===== config.mk =====
export PLATFORM = sky130hd
export DESIGN_NAME = psim_ctrl
export DESIGN_NICKNAME = d
export VERILOG_FILES = /design/src/rtl/assert_macros.svh /design/src/rtl/psim_pkg.sv /design/src/rtl/psim_ctrl.sv
export SDC_FILE = /design/constraint.sdc
export NUM_CORES = 1
export LEC_CHECK = 0
export BUFFER_PORTS_ARGS = -buffer_cell sky130_fd_sc_hd__buf_2
export CORE_ASPECT_RATIO = 1.25
export CORE_MARGIN = 4
export CORE_UTILIZATION = 40
export DETAILED_ROUTE_END_ITERATION = 12
export PLACE_DENSITY = 0.65
export REMOVE_ABC_BUFFERS = 1
export SETUP_SLACK_MARGIN = 0.4
export SYNTH_ARGS = -nofsm -noshare
export SYNTH_HDL_FRONTEND = slang
export SYNTH_SLANG_ARGS = --single-unit

===== constraint.sdc =====
create_clock -name clk -period 1.7 [get_ports clk]
set_input_delay 0 -clock clk [delete_from_list [all_inputs] [get_ports clk]]
set_output_delay 0 -clock clk [all_outputs]
set_load 0.05 [all_outputs]

===== src/rtl/assert_macros.svh =====
// Assertion macros for the RTL of the similarity block.
// Depends on a clock named clk and an active-low reset named arst_n in scope.
`ifndef ASSERT_MACROS_SVH
`define ASSERT_MACROS_SVH

// Checks that an implication holds at every clock edge outside reset.
`define CHECK_IMPL(label, ante, cons, msg) \
	label: assert property (@(posedge clk) disable iff (!arst_n) (ante) |-> (cons)) \
		else $error(msg);

// Checks that a condition on one edge implies another on the next edge.
`define CHECK_NEXT(label, ante, cons, msg) \
	label: assert property (@(posedge clk) disable iff (!arst_n) (ante) |=> (cons)) \
		else $error(msg);

`endif


===== src/rtl/psim_pkg.sv =====
// Package for the Pearson similarity block: payload types, command and status
// structs, controller states and datapath widths. No dependencies.
package psim_pkg;

	localparam int unsigned RatingW = 8;
	localparam int unsigned AvgW    = 16;
	localparam int unsigned UserW   = 16;
	localparam int unsigned SimW    = 16;
	localparam int unsigned SumW    = 64;
	localparam int unsigned DevW    = 17;
	localparam int unsigned ProdW   = 34;
	localparam int unsigned MulW    = 32;
	localparam int unsigned SqW     = 128;
	localparam int unsigned WideW   = 162;
	localparam int unsigned LShift  = 30;
	localparam logic [RatingW-1:0] NotRated = 8'd255;

	typedef struct packed {
		logic [RatingW-1:0] rating_target;
		logic [RatingW-1:0] rating_other;
		logic [AvgW-1:0]    avg_other;
		logic [UserW-1:0]   other_user;
		logic               last_movie;
	} in_req_t;

	typedef struct packed {
		logic [UserW-1:0] user_out;
		logic [SimW-1:0]  similarity;
		logic             is_similar;
	} out_req_t;

	typedef enum logic [3:0] {
		ST_IDLE,
		ST_PROD,
		ST_ACC,
		ST_CHK,
		ST_MUL,
		ST_MADD,
		ST_CALC,
		ST_CMP,
		ST_OUT
	} state_t;

	typedef struct packed {
		logic       load_dev;
		logic       prod;
		logic       acc;
		logic       init;
		logic       mul;
		logic       madd;
		logic [2:0] part;
		logic       calc;
		logic       cmp;
		logic [3:0] bit_idx;
		logic       load_out;
	} cmd_t;

	typedef struct packed {
		logic last;
		logic similar;
	} status_t;

endpackage


===== src/rtl/psim_ctrl.sv =====
// Controller state machine for the Pearson similarity block.
// Depends on psim_pkg; drives the datapath through psim_pkg::cmd_t.
module psim_ctrl (
	input  logic              clk,
	input  logic              arst_n,
	input  logic              in_valid,
	output logic              in_ready,
	output logic              out_valid,
	input  logic              out_ready,
	input  psim_pkg::status_t status,
	output psim_pkg::cmd_t    cmd
);

	psim_pkg::state_t state_q, state_d;
	logic [2:0] part_q, part_d;
	logic [3:0] bit_q, bit_d;
	logic       out_valid_q;
	logic       out_free;

	assign out_free  = !out_valid_q || out_ready;
	assign out_valid = out_valid_q;

	always_ff @(posedge clk or negedge arst_n) begin
		if (!arst_n) begin
			state_q     <= psim_pkg::ST_IDLE;
			part_q      <= 3'd0;
			bit_q       <= 4'd0;
			out_valid_q <= 1'b0;
		end else begin
			state_q <= state_d;
			part_q  <= part_d;
			bit_q   <= bit_d;
			if (cmd.load_out) begin
				out_valid_q <= 1'b1;
			end else if (out_ready) begin
				out_valid_q <= 1'b0;
			end
		end
	end

	always_comb begin
		state_d  = state_q;
		part_d   = part_q;
		bit_d    = bit_q;
		in_ready = 1'b0;
		cmd      = '0;
		cmd.part    = part_q;
		cmd.bit_idx = bit_q;
		case (state_q)
			psim_pkg::ST_IDLE: begin
				in_ready = 1'b1;
				if (in_valid) begin
					cmd.load_dev = 1'b1;
					state_d = psim_pkg::ST_PROD;
				end
			end
			psim_pkg::ST_PROD: begin
				cmd.prod = 1'b1;
				state_d = psim_pkg::ST_ACC;
			end
			psim_pkg::ST_ACC: begin
				cmd.acc  = 1'b1;
				in_ready = !status.last;
				if (in_valid && !status.last) begin
					cmd.load_dev = 1'b1;
					state_d = psim_pkg::ST_PROD;
				end else if (status.last) begin
					state_d = psim_pkg::ST_CHK;
				end else begin
					state_d = psim_pkg::ST_IDLE;
				end
			end
			psim_pkg::ST_CHK: begin
				if (status.similar) begin
					cmd.init = 1'b1;
					part_d = 3'd0;
					state_d = psim_pkg::ST_MUL;
				end else if (out_free) begin
					cmd.load_out = 1'b1;
					state_d = psim_pkg::ST_IDLE;
				end
			end
			psim_pkg::ST_MUL: begin
				cmd.mul = 1'b1;
				state_d = psim_pkg::ST_MADD;
			end
			psim_pkg::ST_MADD: begin
				cmd.madd = 1'b1;
				part_d = part_q + 3'd1;
				if (part_q == 3'd7) begin
					bit_d = 4'd15;
					state_d = psim_pkg::ST_CALC;
				end else begin
					state_d = psim_pkg::ST_MUL;
				end
			end
			psim_pkg::ST_CALC: begin
				cmd.calc = 1'b1;
				state_d = psim_pkg::ST_CMP;
			end
			psim_pkg::ST_CMP: begin
				cmd.cmp = 1'b1;
				bit_d = bit_q - 4'd1;
				if (bit_q == 4'd0) begin
					state_d = psim_pkg::ST_OUT;
				end else begin
					state_d = psim_pkg::ST_CALC;
				end
			end
			psim_pkg::ST_OUT: begin
				if (out_free) begin
					cmd.load_out = 1'b1;
					state_d = psim_pkg::ST_IDLE;
				end
			end
			default: begin
				state_d = psim_pkg::ST_IDLE;
			end
		endcase
	end

endmodule


==> metrics <==
post-placement cell count ~130; async set-reset flop share out of synthesis 100%; fin nets around 140; synthesis-stage register bit count 12; CP Cell Sequence buf_4, nand2_1, or4_4, a221oi_2; first-pass GRT wire length roughly 3.1 mm; IO Pins 24; via count 837; hold depth 3; antenna-violating nets left 0; post-route setup slack 201 ps; ys flop type dfrtp_1; total gr overflow 0; wirelength, routed 2.28 mm; H-tree levels 1; Synth Cell Area 793 um2; dpl hpwl 1.39 mm; largest net degree at the start of global routing 13; Area Overhead vs Synth 61.2%; EDFF count, synth 0; Avg Cell Area, Syn 9.22 um2; P_leak around 0.00061 uW; drt initial violations 13; Final Hold Fails 0; final setup vio count 0; Die Ht around 58 um; crit path DAT ~1700 ps; Slew Limit Fails 0; layout cells sized above 1 a little under three fifths; Max Clk Rate 667 MHz; Tmin final approximately 1500 ps; Placer Congestion 0.800; max_cap viols 0; vias per cell roughly 5.6; First-pass DRT Iterations 4; CP Buf/Inv Count 1; Slew headroom between 70% and 80%; CTS tree built; Slew @ Worst Pin around 420 ps; Layout Cells excl Fill roughly 150; total CTS buffers 3; HP Class input pin to register; largest delay contributor family on the critical path simple AND/OR/NAND/NOR gates; crit share post-route around nine tenths; drt drc 0; VDD IR max between 0.001 and 0.0015 V; setup slack at placement 234 ps; Startpoint Class register; CP endpoint kind register; yosys warns 0; Layout Skew 4.03 ps; PortBufs 23; GRT Total Usage 15.7%; status completed; RSZ-0062 raised after global routing yes; CP Max Fanout 8; fin area about 0.0013 mm2; WL per Instance approximately 15 um; WP depth 4; worst skew pair latency between 200 and 300 ps; Sink Count 12; ANT cells 0; initial antenna violation count 0; clock buffer depth 2; pwr/cell area 2200 mW/mm2; FF-to-FF path depth 4; Critical-path top delay cell or4_4; Synth Instances between 80 and 90; vias in the first global route 720; core area 0.00183 mm2; Seq/Total Area, Yosys between 30% and 40%; DIE AREA about 0.0028 mm2; post-place instance area a little over 900 um2; critical path required time approximately 1900 ps; critical path type register to register; CTS root buf clkbuf_4; setup TNS 0 ps; Die X 47.8 um; Reg clk slew, reported paths 70 ps; Starting Density a little over two fifths; row count 17; Cell variety after synth 41; crit-path max cell delay slightly above 500 ps
registers in the layout, summed over array words and instances (netlist names):
register	flops
part_q	3
state_q	4
out_valid	1
bit_q	4
per-stage QoR:
step / utilization (%) / total power [uW] / hold slack [ps]
after floorplan: - / 1670 / -296
after global placement: 50.6 / 2010 / -100
after detailed placement: 50.6 / 2030 / -99.1
after CTS: 61.6 / 2540 / 25.0
after global routing: 69.9 / 2980 / 63.7
final: 69.9 / 2820 / 29.7
report_power, final:
part	total [uW]	switching, uW	internal [uW]	leakage (uW)
combinational	2110	1200	908	0.000457
clock	177	95.2	82.2	0.0000138
sequential	532	120	412	0.000142
total	2820	1410	1400	0.000613
synthesized netlist by cell type, drive strengths merged (2+ instances only):
library cell | count | area share, %
inv | 3 | 1.4
or2 | 2 | 1.6
buf | 3 | 2.7
nand2 | 6 | 2.8
nand3 | 2 | 1.3
nand2b | 3 | 2.4
nor3b | 2 | 1.9
o21ai | 2 | 1.3
a22o | 2 | 2.2
dfrtp | 12 | 38
nor3 | 3 | 1.9
clkbuf | 4 | 1.9
and3b | 2 | 2.2
a2bb2oi | 2 | 2.2
a211oi | 2 | 1.9
nor2b | 3 | 2.4
nor2 | 9 | 4.3
ha | 3 | 4.7
routing by layer:
layer	GRT usage, %	up-vias	wire length (um)
met5	0	-	0
met4	8.08	0	43
met3	2.17	5	115
met2	25.7	30	1210
met1	18.9	405	907
li1	-	397	-
path summary, 6_finish.rpt:
kind                            slack, ps                     end                   start
worst max-delay path                  200  state_q[0]$_DFFE_PN0P_  state_q[1]$_DFFE_PN0P_
worst min-delay path                   30   out_valid$_DFFE_PN0P_               out_ready
max in group asynchronous            1330  state_q[0]$_DFFE_PN0P_                  arst_n
min in group asynchronous             130  state_q[1]$_DFFE_PN0P_                  arst_n
worst max register to register        200  state_q[0]$_DFFE_PN0P_  state_q[1]$_DFFE_PN0P_
worst min register to register        530   part_q[1]$_DFFE_PN0P_   part_q[1]$_DFFE_PN0P_
worst reg2reg max path, cell delays in order (launching register included):
cell      delay (ps)
dfrtp_2          390
buf_4            160
nand2_1          100
or4_4            510
a221oi_2         240
repair_timing:
item	CTS	global route
hold endpoints to repair	12	0
gates cloned	0	2
setup buffers	9	9
pin swaps	8	7
setup endpoints to repair	18	20
gates resized for setup	31	18
hold buffers	1	0
kinds of logic (layout without fill, tap and decap cells):
kind of cell	Yosys count	count (layout)	share of synthesized area (%)
and+or+nand+nor	42	42	32.2
AOI/OAI and AO/OA	17	17	16.7
DFF	12	12	37.9
buffers and inverters	10	54	5.99
adders and majority gates	3	3	4.73
xor gates and xnor gates	1	1	1.10
muxes	1	1	1.42
placed cells by master, fill, tap and decap left out, types with 2 or more instances in the layout:
master,netlist,final
nand2b_1,3,3
buf_4,0,15
nand2_1,6,5
dfrtp_1,12,10
nor3_1,3,3
ha_1,3,2
clkbuf_4,0,3
nor2b_1,3,2
nor2_1,9,6
buf_6,1,15
buf_2,2,15
buf_8,0,2
nor2_2,0,3
and3b_1,2,2
nand3_1,2,2
inv_1,3,3
dfrtp_2,0,2
a22o_1,2,2
cell type report:
cell class | count | area (um2)
timing repair buffer | 48 | 397
multi-input combinational | 64 | 522
clock buffer | 3 | 22.5
inverter | 3 | 11.3
fill | 133 | 551
sequential | 12 | 303
tap | 19 | 23.8
(Power assumes the default switching activity.)
